[src/hdl/rcc_pkg.sv]
// shared types, constants and crc/hex helpers for the reply crc checker
`default_nettype none

package rcc_pkg;

   // longest text reply before a missing carriage return is reported
   localparam logic [15:0] MAX_TEXT_LEN = 16'd1024;

   localparam logic [7:0]  CR_CHAR   = 8'h0D;
   localparam logic [7:0]  BIN_SYNC0 = 8'hC4;
   localparam logic [7:0]  BIN_SYNC1 = 8'hA5;
   localparam logic [15:0] CRC_POLY  = 16'hA001;

   typedef enum logic [2:0] {
      PH_IDLE,
      PH_TEXT,
      PH_BHDR,
      PH_BBODY,
      PH_BTAIL,
      PH_DONE
   } phase_type;

   typedef enum logic [2:0] {
      ST_OK       = 3'd0,
      ST_HDR_BAD  = 3'd1,
      ST_BODY_BAD = 3'd2,
      ST_TEXT_BAD = 3'd3,
      ST_NO_CR    = 3'd4,
      ST_SHORT    = 3'd5
   } status_type;

   typedef struct packed {
      status_type  status;
      logic        is_binary;
      logic [15:0] computed_crc;
      logic [15:0] received_crc;
      logic [15:0] message_length;
   } result_type;

   // crc-16/arc update by one byte, reflected, lsb first
   function automatic logic [15:0] crc_byte(input logic [15:0] crc, input logic [7:0] b);
      logic [15:0] c;
      c = crc ^ {8'h00, b};
      for (int i = 0; i < 8; i++) begin
         c = c[0] ? ((c >> 1) ^ CRC_POLY) : (c >> 1);
      end
      return c;
   endfunction

   // crc after the binary sync pair
   localparam logic [15:0] CRC_SYNC = crc_byte(crc_byte(16'h0000, BIN_SYNC0), BIN_SYNC1);

   // hex digit value in [3:0], bit 4 set when the character is not a hex digit
   function automatic logic [4:0] hex_value(input logic [7:0] ch);
      logic [4:0] v;
      v = 5'b1_0000;
      if (ch >= 8'h30 && ch <= 8'h39) begin
         v = {1'b0, ch[3:0]};
      end else if ((ch >= 8'h61 && ch <= 8'h66) || (ch >= 8'h41 && ch <= 8'h46)) begin
         v = {1'b0, 4'(ch[3:0] + 4'd9)};
      end
      return v;
   endfunction

endpackage

`default_nettype wire

[src/hdl/reply_crc_checker_top.sv]
// reply crc checker top level: input register, framing logic, result register
// a result is registered in the result register as its completing byte leaves the input register
// throughput: one byte per cycle unless stalled, set by the combinational crc update in the fsm
// a result waiting in the output register stalls framing; one more byte is held, then input stalls
// reset: synchronous, active high; clears the valid flags and returns framing to idle
// after reset, bytes are ignored until one arrives with start_of_message set
`default_nettype none

module reply_crc_checker_top
   import rcc_pkg::*;
(
   input  wire logic        clock,
   input  wire logic        reset,
   input  wire logic        req_valid,
   output logic             req_ready,
   input  wire logic [7:0]  req_data_byte,
   input  wire logic        req_start_of_message,
   output logic             rsp_valid,
   input  wire logic        rsp_ready,
   output logic [2:0]       rsp_status,
   output logic             rsp_is_binary,
   output logic [15:0]      rsp_computed_crc,
   output logic [15:0]      rsp_received_crc,
   output logic [15:0]      rsp_message_length
);

   logic       in_valid_ff, in_valid_in;
   logic [7:0] in_data_ff;
   logic       in_som_ff;
   logic       out_valid_ff, out_valid_in;
   result_type out_ff;
   logic       fire;
   logic       emit;
   result_type result;

   // the framing stage advances when the result register has room
   assign fire      = in_valid_ff && (!out_valid_ff || rsp_ready);
   assign req_ready = !in_valid_ff || fire;

   // input register
   assign in_valid_in = (req_valid && req_ready) || (in_valid_ff && !fire);

   always_ff @(posedge clock) begin
      if (reset) begin
         in_valid_ff <= 1'b0;
      end else begin
         in_valid_ff <= in_valid_in;
      end
   end

   always_ff @(posedge clock) begin
      if (req_valid && req_ready) begin
         in_data_ff <= req_data_byte;
         in_som_ff  <= req_start_of_message;
      end
   end

   rcc_frame_fsm u_fsm (
      .clock            (clock),
      .reset            (reset),
      .fire             (fire),
      .data_byte        (in_data_ff),
      .start_of_message (in_som_ff),
      .emit             (emit),
      .result           (result)
   );

   // result register
   assign out_valid_in = fire ? emit : (out_valid_ff && !rsp_ready);

   always_ff @(posedge clock) begin
      if (reset) begin
         out_valid_ff <= 1'b0;
      end else begin
         out_valid_ff <= out_valid_in;
      end
   end

   always_ff @(posedge clock) begin
      if (fire && emit) begin
         out_ff <= result;
      end
   end

   assign rsp_valid          = out_valid_ff;
   assign rsp_status         = out_ff.status;
   assign rsp_is_binary      = out_ff.is_binary;
   assign rsp_computed_crc   = out_ff.computed_crc;
   assign rsp_received_crc   = out_ff.received_crc;
   assign rsp_message_length = out_ff.message_length;

endmodule

`default_nettype wire

[src/hdl/rcc_frame_fsm.sv]
// message framing state machine with crc check and verdict logic
`default_nettype none

module rcc_frame_fsm
   import rcc_pkg::*;
(
   input  wire logic       clock,
   input  wire logic       reset,
   input  wire logic       fire,
   input  wire logic [7:0] data_byte,
   input  wire logic       start_of_message,
   output logic            emit,
   output result_type      result
);

   phase_type   phase_ff, phase_in;
   logic [15:0] crc_ff, crc_in;
   logic [7:0]  win_ff [4];
   logic [7:0]  win_in [4];
   logic [15:0] count_ff, count_in;
   logic [15:0] blen_ff, blen_in;
   logic [7:0]  carried_lo_ff, carried_lo_in;

   // state registers
   always_ff @(posedge clock) begin
      if (reset) begin
         phase_ff <= PH_IDLE;
      end else if (fire) begin
         phase_ff <= phase_in;
      end
   end

   always_ff @(posedge clock) begin
      if (fire) begin
         crc_ff        <= crc_in;
         win_ff        <= win_in;
         count_ff      <= count_in;
         blen_ff       <= blen_in;
         carried_lo_ff <= carried_lo_in;
      end
   end

   // next state and verdict
   always_comb begin
      phase_type   c_phase;
      logic [15:0] c_crc;
      logic [7:0]  c_win [4];
      logic [15:0] c_count;
      logic [15:0] c_blen;
      logic [7:0]  c_lo;
      logic [7:0]  crc_data;
      logic [15:0] crc_next;
      logic [15:0] count_inc;
      logic [4:0]  h0, h1, h2, h3;
      logic [15:0] recv_text;
      logic        hex_bad;
      logic [15:0] recv_bin;

      // a start flag opens a fresh message with this byte
      if (start_of_message) begin
         c_phase = PH_TEXT;
         c_crc   = 16'h0000;
         c_win   = '{default: 8'h00};
         c_count = 16'h0000;
         c_blen  = 16'h0000;
         c_lo    = 8'h00;
      end else begin
         c_phase = phase_ff;
         c_crc   = crc_ff;
         c_win   = win_ff;
         c_count = count_ff;
         c_blen  = blen_ff;
         c_lo    = carried_lo_ff;
      end

      // one shared crc byte update; text delays its input by four characters
      crc_data  = (c_phase == PH_TEXT) ? c_win[0] : data_byte;
      crc_next  = crc_byte(c_crc, crc_data);
      count_inc = c_count + 16'd1;

      h0 = hex_value(c_win[0]);
      h1 = hex_value(c_win[1]);
      h2 = hex_value(c_win[2]);
      h3 = hex_value(c_win[3]);
      recv_text = {h0[3:0], h1[3:0], h2[3:0], h3[3:0]};
      hex_bad   = h0[4] | h1[4] | h2[4] | h3[4];
      recv_bin  = {data_byte, c_lo};

      phase_in      = c_phase;
      crc_in        = c_crc;
      win_in        = c_win;
      count_in      = c_count;
      blen_in       = c_blen;
      carried_lo_in = c_lo;
      emit          = 1'b0;
      result        = '{status: ST_OK, is_binary: 1'b0, computed_crc: 16'h0000,
                        received_crc: 16'h0000, message_length: 16'h0000};

      unique case (c_phase)
         PH_TEXT: begin
            if (c_count == 16'd1 && c_win[3] == BIN_SYNC0 && data_byte == BIN_SYNC1) begin
               phase_in = PH_BHDR;
               crc_in   = CRC_SYNC;
               count_in = 16'd2;
            end else if (data_byte == CR_CHAR) begin
               emit     = 1'b1;
               phase_in = PH_DONE;
               if (c_count < 16'd4) begin
                  result.status         = ST_SHORT;
                  result.message_length = c_count;
               end else begin
                  result.status         = (hex_bad || recv_text != c_crc) ? ST_TEXT_BAD
                                                                           : ST_OK;
                  result.computed_crc   = c_crc;
                  result.received_crc   = recv_text;
                  result.message_length = c_count;
               end
            end else begin
               if (c_count >= 16'd4) begin
                  crc_in = crc_next;
               end
               win_in   = '{c_win[1], c_win[2], c_win[3], data_byte};
               count_in = count_inc;
               if (count_inc >= MAX_TEXT_LEN) begin
                  emit                  = 1'b1;
                  phase_in              = PH_DONE;
                  result.status         = ST_NO_CR;
                  result.message_length = MAX_TEXT_LEN;
               end
            end
         end
         PH_BHDR: begin
            unique case (c_count)
               16'd2: begin
                  blen_in  = {8'h00, data_byte};
                  crc_in   = crc_next;
                  count_in = count_inc;
               end
               16'd3: begin
                  blen_in  = {data_byte, c_blen[7:0]};
                  crc_in   = crc_next;
                  count_in = count_inc;
               end
               16'd4: begin
                  carried_lo_in = data_byte;
                  count_in      = count_inc;
               end
               default: begin
                  if (recv_bin != c_crc) begin
                     emit                  = 1'b1;
                     phase_in              = PH_DONE;
                     result.status         = ST_HDR_BAD;
                     result.is_binary      = 1'b1;
                     result.computed_crc   = c_crc;
                     result.received_crc   = recv_bin;
                     result.message_length = c_blen;
                  end else begin
                     crc_in   = 16'h0000;
                     count_in = 16'h0000;
                     phase_in = (c_blen == 16'h0000) ? PH_BTAIL : PH_BBODY;
                  end
               end
            endcase
         end
         PH_BBODY: begin
            crc_in   = crc_next;
            count_in = count_inc;
            if (count_inc == c_blen) begin
               count_in = 16'h0000;
               phase_in = PH_BTAIL;
            end
         end
         PH_BTAIL: begin
            if (c_count == 16'h0000) begin
               carried_lo_in = data_byte;
               count_in      = 16'd1;
            end else begin
               emit                  = 1'b1;
               phase_in              = PH_DONE;
               result.status         = (recv_bin != c_crc) ? ST_BODY_BAD : ST_OK;
               result.is_binary      = 1'b1;
               result.computed_crc   = c_crc;
               result.received_crc   = recv_bin;
               result.message_length = c_blen;
            end
         end
         default: begin
            // idle or verdict given: bytes are dropped
         end
      endcase
   end

endmodule

`default_nettype wire

[config.mk]
export PLATFORM = sky130hd
export DESIGN_NAME = reply_crc_checker_top
export DESIGN_NICKNAME = d
export VERILOG_FILES = /design/src/hdl/rcc_pkg.sv /design/src/hdl/reply_crc_checker_top.sv /design/src/hdl/rcc_frame_fsm.sv
export SDC_FILE = /design/constraint.sdc
export NUM_CORES = 1
export LEC_CHECK = 0
export BUFFER_PORTS_ARGS = -buffer_cell sky130_fd_sc_hd__buf_2
export CAP_MARGIN = 20
export CORE_MARGIN = 5
export CORE_UTILIZATION = 40
export DETAILED_ROUTE_END_ITERATION = 6
export MAX_ROUTING_LAYER = met4
export PLACE_DENSITY = 0.57
export SLEW_MARGIN = 20
export SYNTH_ARGS = -nofsm -noshare
export SYNTH_HDL_FRONTEND = slang
export SYNTH_SLANG_ARGS = --single-unit
[constraint.sdc]
create_clock -name clock -period 6.4 [get_ports clock]
set_clock_uncertainty 0.15 [all_clocks]
set_input_delay 0.64 -clock clock [delete_from_list [all_inputs] [get_ports clock]]
set_output_delay 0.64 -clock clock [all_outputs]
set_load 0.01 [all_outputs]
=== Yosys cells after proc, flatten, opt, wreduce, memory -nomap -nowiden ===
Index checks and enable logic that the tools add are counted.

* Reduce and logical (&&, ||, !) cells: 35
* Add/subtract/negate cells: 5
* Mux-type cells: 78
* Equal/unequal tests: 14
* Magnitude comparators: 27
* Bitwise operators: 12

{| class="wikitable"
|+ Operators with widths
! cell !! number
|-
| $mux 16 || 23
|-
| $mux 32 || 6
|-
| $pmux 48 s3 || 1
|-
| $mux 52 || 2
|-
| $ge 8x7->1 const B || 8
|-
| $le 8x7->1 const B || 8
|-
| $pmux 16 s2 || 2
|-
| $pmux 16 s4 || 1
|-
| $mux 50 || 1
|-
| $mux 48 || 1
|-
| $pmux 16 s3 || 1
|-
| $mux 5 || 8
|-
| $mux 3 || 13
|-
| $eq 16x2->1 const B || 2
|-
| $ge 8x6->1 const B || 4
|-
| $le 8x6->1 const B || 4
|-
| $logic_not 16->1 || 2
|-
| $mux 8 || 4
|-
| $ne 16x16->1 || 2
|-
| $not 2->3 || 8
|-
| $logic_and 1x1->1 || 19
|-
| $add 16x1->16 const B || 1
|-
| $add 4x4->4 const B || 4
|-
| $eq 16x1->1 const B || 1
|-
| 24 further kinds || 45
|}

* Bits in registers: 154
* Input bits: 13
* Output and inout bits: 54
* Logic and storage cells: 189

=== Longest topological paths before layout ===
* Word-level depth: 24
* Mapped depth: 19
* Depth with buffers taken out: 12

=== Cells and area by module ===
Synthesis repeated with hierarchy kept, for this count alone.

* Cell total of the unflattened synthesis: 1005
* Area, all modules: 9694.3 µm²

{| class="wikitable"
|+ By module, submodules not included
! module !! cells each !! seq. area each (µm²) !! times used !! area an instance (µm²)
|-
| rcc_frame_fsm || 933 || 2702.6 || 1 || 7756.2
|-
| reply_crc_checker_top || 72 || 1871.8 || 1 || 1938.1
|}

=== Worst setup path after synthesis ===
Ideal clock, no wire load.

* Kind: register to register
* Start point: register in_som_ff
* End point: register out_ff (netlist bit rsp_computed_crc[0]) (enable)
* Arrival: 4.697 ns
* Path buffers: 6
* Clock period less this slack: 5.253 ns
* Stages on the path, launching flop included: 19
* Setup slack: 1.147 ns
* Required time: 5.844 ns
* Library setup time: 0.406 ns
* Cell sequence: edfxtp_1 buf_2 buf_6 inv_1 buf_2 clkbuf_1 clkbuf_1 clkbuf_1 nand2_1 inv_1 ha_1 nand4_1 nor2_1 nand3_1 xor2_1 a41oi_1 o21a_1 o221ai_1 inv_1

* Cells in the longest elaborated chain, start to end: 8
* Elaborated cells between the ends (all ways): 28
* Those cells by class: add/sub: 1; order compare: 1; eq/ne: 9; mux: 12; reduce/logical: 5

{| class="wikitable"
|+ Ends and longest elaborated chain
! item !! RTL line !! text
|-
| from (decl) || reply_crc_checker_top.sv:29 || <nowiki>logic in_som_ff;</nowiki>
|-
| from (signal assigned) || reply_crc_checker_top.sv:54 || <nowiki>in_som_ff <= req_start_of_message;</nowiki>
|-
| $mux 16 || rcc_frame_fsm.sv:60 || <nowiki>if (start_of_message) begin</nowiki>
|-
| $add 16x1->16 || rcc_frame_fsm.sv:79 || <nowiki>count_inc = c_count + 16'd1;</nowiki>
|-
| $ge 16x11->1 || rcc_frame_fsm.sv:124 || <nowiki>if (count_inc >= MAX_TEXT_LEN) begin</nowiki>
|-
| $mux 1 || rcc_frame_fsm.sv:124 ||
|-
| $mux 1 || rcc_frame_fsm.sv:105 || <nowiki>end else if (data_byte == CR_CHAR) begin</nowiki>
|-
| $mux 1 || rcc_frame_fsm.sv:101 || <nowiki>if (c_count == 16'd1 && c_win[3] == BIN_SYNC0 && data_byte == BIN_SYNC1) begin</nowiki>
|-
| $pmux 1 s3 (*) || rcc_frame_fsm.sv:99 || <nowiki>unique case (c_phase)</nowiki>
|-
| $logic_and 1x1->1 (*) || reply_crc_checker_top.sv:80 || <nowiki>if (fire && emit) begin</nowiki>
|-
| to (signal assigned) || reply_crc_checker_top.sv:81 || <nowiki>out_ff <= result;</nowiki>
|-
| to (decl) || reply_crc_checker_top.sv:31 || <nowiki>result_type out_ff;</nowiki>
|}

Mark *: on every way between the ends. The rest lies on a longest branch, timed or not.
A chain may end at the register's enable or synchronous reset.

=== Worst setup path after layout ===
* Start point: register in_som_ff
* End point: register u_fsm.count_ff[12], data pin

* Cells in the longest elaborated chain, start to end: 6
* Elaborated cells between the ends (all ways): 29
* Those cells by class: add/sub: 1; eq/ne: 11; mux: 13; reduce/logical: 4

{| class="wikitable"
|+ Ends and longest elaborated chain
! item !! RTL line !! text
|-
| parallel branches: the longest is 5 deep, another holds $add 16x1->16 || - ||
|-
| $pmux 16 s4 (*) || rcc_frame_fsm.sv:99 ||
|-
| via u_fsm.count_in[12] || rcc_frame_fsm.sv:20 || <nowiki>logic [15:0] count_ff, count_in;</nowiki>
|-
| to (signal assigned) || rcc_frame_fsm.sv:37 || <nowiki>count_ff <= count_in;</nowiki>
|-
| to (decl) || rcc_frame_fsm.sv:20 ||
|}

Mark *: on every way through the listed nets, which the timed path passes.

==> impl_metrics.ini <==
[status]
outcome = complete, no violations

[critical_path]
max_stage_delay_ns = 0.65
cp-start-kind = flop
path_buf_inv = 2
path_cells = buf_4 > nand2b_1 > inv_1 > ha_1 > nand4_1 > nor4_1 > nand3_1 > nor4b_1 > o2111ai_1 > o21a_1 > nor2_1 > o32ai_1
worstPathMaxFanout = 43
slowest_stage = nor4_1
crit_type = reg -> reg
endpoint_kind = flop
crit_family = simple AND/OR/NAND/NOR gates
required_ns = 6.50
cp.arrival_ns = 4.46

[routing]
first_pass_iters = 5
drt-vias-per-instance = 5.97
vias = 8149
drc = 0
finalWirelength_um = 29800
wire_per_inst_um = 21.9
detail-route-antenna-nets = 0
drtIter0Drc = 1043

[power_and_ir_drop]
vdd_drop_max_uv = 147
powerDensity_nw_per_um2 = 228
finalPower_w = 0.00250
p_leak_nw = 3.75

[timing]
max_slew_margin_pct = 23.6
fmax_mhz = 229
setup_viol = 0
tightestPinTransition_ns = 1.14
finalHoldViolations = 0
finalCriticalPeriod_ns = 4.36
setup-tns-final_ns = 0
report.final.slew_viol_count = 0
period_share_pct = 68.2
setup_ws_ns = 2.04
rsz0062_at_grt = no

[place]
place_area_sq_um = 10400
dp_hpwl_um = 21100
dp.cells = 1333
io_buffers = 66
pre_cts_ws_ns = 2.18
gp_congestion = 0.989

[synthesis]
yosys.area.top_type = edfxtp_1
synth_edf_count = 149
synth_top_flop_cell = edfxtp_1
synth_top_area_share_pct = 45.4
synth.avg_cell_area_sq_um = 9.87
async_flop_share_pct = 0
ys.warnings.count = 0
synthTopCellsByArea = edfxtp_1 45%, nand2_1 4.8%, xnor2_1 3.9%
seq_area_frac_synth_pct = 46.4
synth.distinct_cells = 85
syn-instance-count = 998
synth_seq_cells = 154
synth_most_common_cell = edfxtp_1
synth_commonest_cells = 149 x edfxtp_1, 125 x nand2_1, 79 x nor2_1, 51 x o21ai_0, 49 x clkbuf_1
syn_nets = 1032
syn-cell-area_sq_um = 9850

[layout]
antennaDiodeCount = 0
stdcell_area_sq_um = 10900
layout-drive-gt1-share_pct = 14.1
areaGrowthSynthToFinish_pct = 11.1
fillCellCount = 2328
final_nets = 1062
finalNonFillerCells = 1364

[clocking]
clock_path_buffers = 2
cts-root-buf = clkbuf_16
cts_tree = built
cts_buffers = 17
clock_latency_ns = 0.43
clkTransAtPathRegs_ns = 0.07
post_cts_resized = 0
ctsHoldBuffers = 0
postCtsSetupBuffers = 0
cts_sinks = 154
htreeDepth = 4

[floorplanning]
die_area_sq_um = 27900
start_util_pct = 40.5
core-area_sq_um = 24300
row_count = 57
io_pins = 67
die_h_um = 167
die_w_um = 167

[global_route]
grt_start_max_net_pins = 51
gr-total-overflow = 0
grtUsageTotal_pct = 21.6
grt_pass1_wl_um = 45800
antenna_found_initial = 0
first_global_vias = 7599

[hold_path]
hp-class = in -> reg

[job]
maxCapViolations = 0
kinds of logic after synthesis:
family / synth area share (%)
XOR/XNOR: 6.73
AND/OR/NAND/NOR: 19.8
AO/OA/AOI/OAI: 18.8
adder cells (fa/ha/maj): 2.67
multiplexers: 1.32
buffers and inverters: 4.22
flip-flops: 46.4
sequential cells by signal, summed over array words and instances (netlist names):
| register | cells |
|---|---|
| in_data_ff | 8 |
| in_som_ff | 1 |
| in_valid_ff | 1 |
| rsp_computed_crc | 16 |
| rsp_is_binary | 1 |
| rsp_message_length | 16 |
| rsp_received_crc | 16 |
| rsp_status | 3 |
| rsp_valid | 1 |
| u_fsm.blen_ff | 16 |
| u_fsm.carried_lo_ff | 8 |
| u_fsm.count_ff | 16 |
| u_fsm.crc_ff | 16 |
| u_fsm.phase_ff | 3 |
| u_fsm.win_ff | 32 |
power by group:
part | switching [W] | internal [W] | leakage (nW)
clock network | 0.000473 | 0.000510 | 0.257
logic | 0.000176 | 0.000118 | 2.11
registers | 0.0000690 | 0.00115 | 1.38
total | 0.000718 | 0.00178 | 3.75
final timing paths:
| check | startpoint | endpoint | slack, ns | cells after the start |
|---|---|---|---|---|
| hold / removal | req_data_byte[3] | in_data_ff[3]$_DFFE_PP_ | 0.23 | 1 |
| setup reg to reg | in_som_ff$_DFFE_PP_ | u_fsm.count_ff[12]$_DFFE_PP_ | 2.04 | 12 |
| hold reg to reg | in_valid_ff$_SDFF_PP0_ | in_valid_ff$_SDFF_PP0_ | 0.41 | 2 |
| setup / recovery | in_som_ff$_DFFE_PP_ | u_fsm.count_ff[12]$_DFFE_PP_ | 2.04 | 12 |
metal layers:
| layer | up-vias | GRT usage, % | share of wire (%) |
|---|---|---|---|
| li1 | 3779 | - | - |
| met1 | 3889 | 31.3 | 46 |
| met2 | 424 | 29.5 | 42 |
| met3 | 57 | 4.91 | 9.6 |
| met4 | 0 | 7.58 | 2.6 |
| met5 | - | - | 0 |
worst register-to-register path, cell delays in order (launching register included):
cell and delay (ns):
edfxtp_1 0.40, buf_4 0.30, nand2b_1 0.34, inv_1 0.19, ha_1 0.29, nand4_1 0.23
nor4_1 0.65, nand3_1 0.14, nor4b_1 0.19, o2111ai_1 0.23, o21a_1 0.56, nor2_1 0.19
o32ai_1 0.33
area by class of cell:
class	instances	area [sq um]	area share [%]
clock buffers	17	425	3.89
clock inverters	14	131	1.20
inverters	26	98.8	0.903
multi-input cells	748	4870	44.5
flip-flops and latches	154	4570	41.8
well taps	324	405	3.70
repair buffers	81	443	4.05
stage by stage:
| step | utilization, % | hold WS, ns |
|---|---|---|
| final | 45.0 | 0.235 |
| after global routing | 45.0 | 0.217 |
| after CTS | 45.0 | 0.219 |
| after detailed placement | 42.7 | 0.379 |
| after global placement | 42.7 | 0.370 |
| after floorplan | - | 0.351 |
placed cells by master, fill, tap and decap left out, drive strengths merged, types with 22 or more instances in the layout:
cell      n
edfxtp  149
nand2   125
buf      81
nor2     80
o21ai    58
xnor2    44
a21oi    43
inv      31
a22o     26
nor2b    24
xor2     24
a22oi    22
Note: power is estimated with default switching activity, not from simulation.
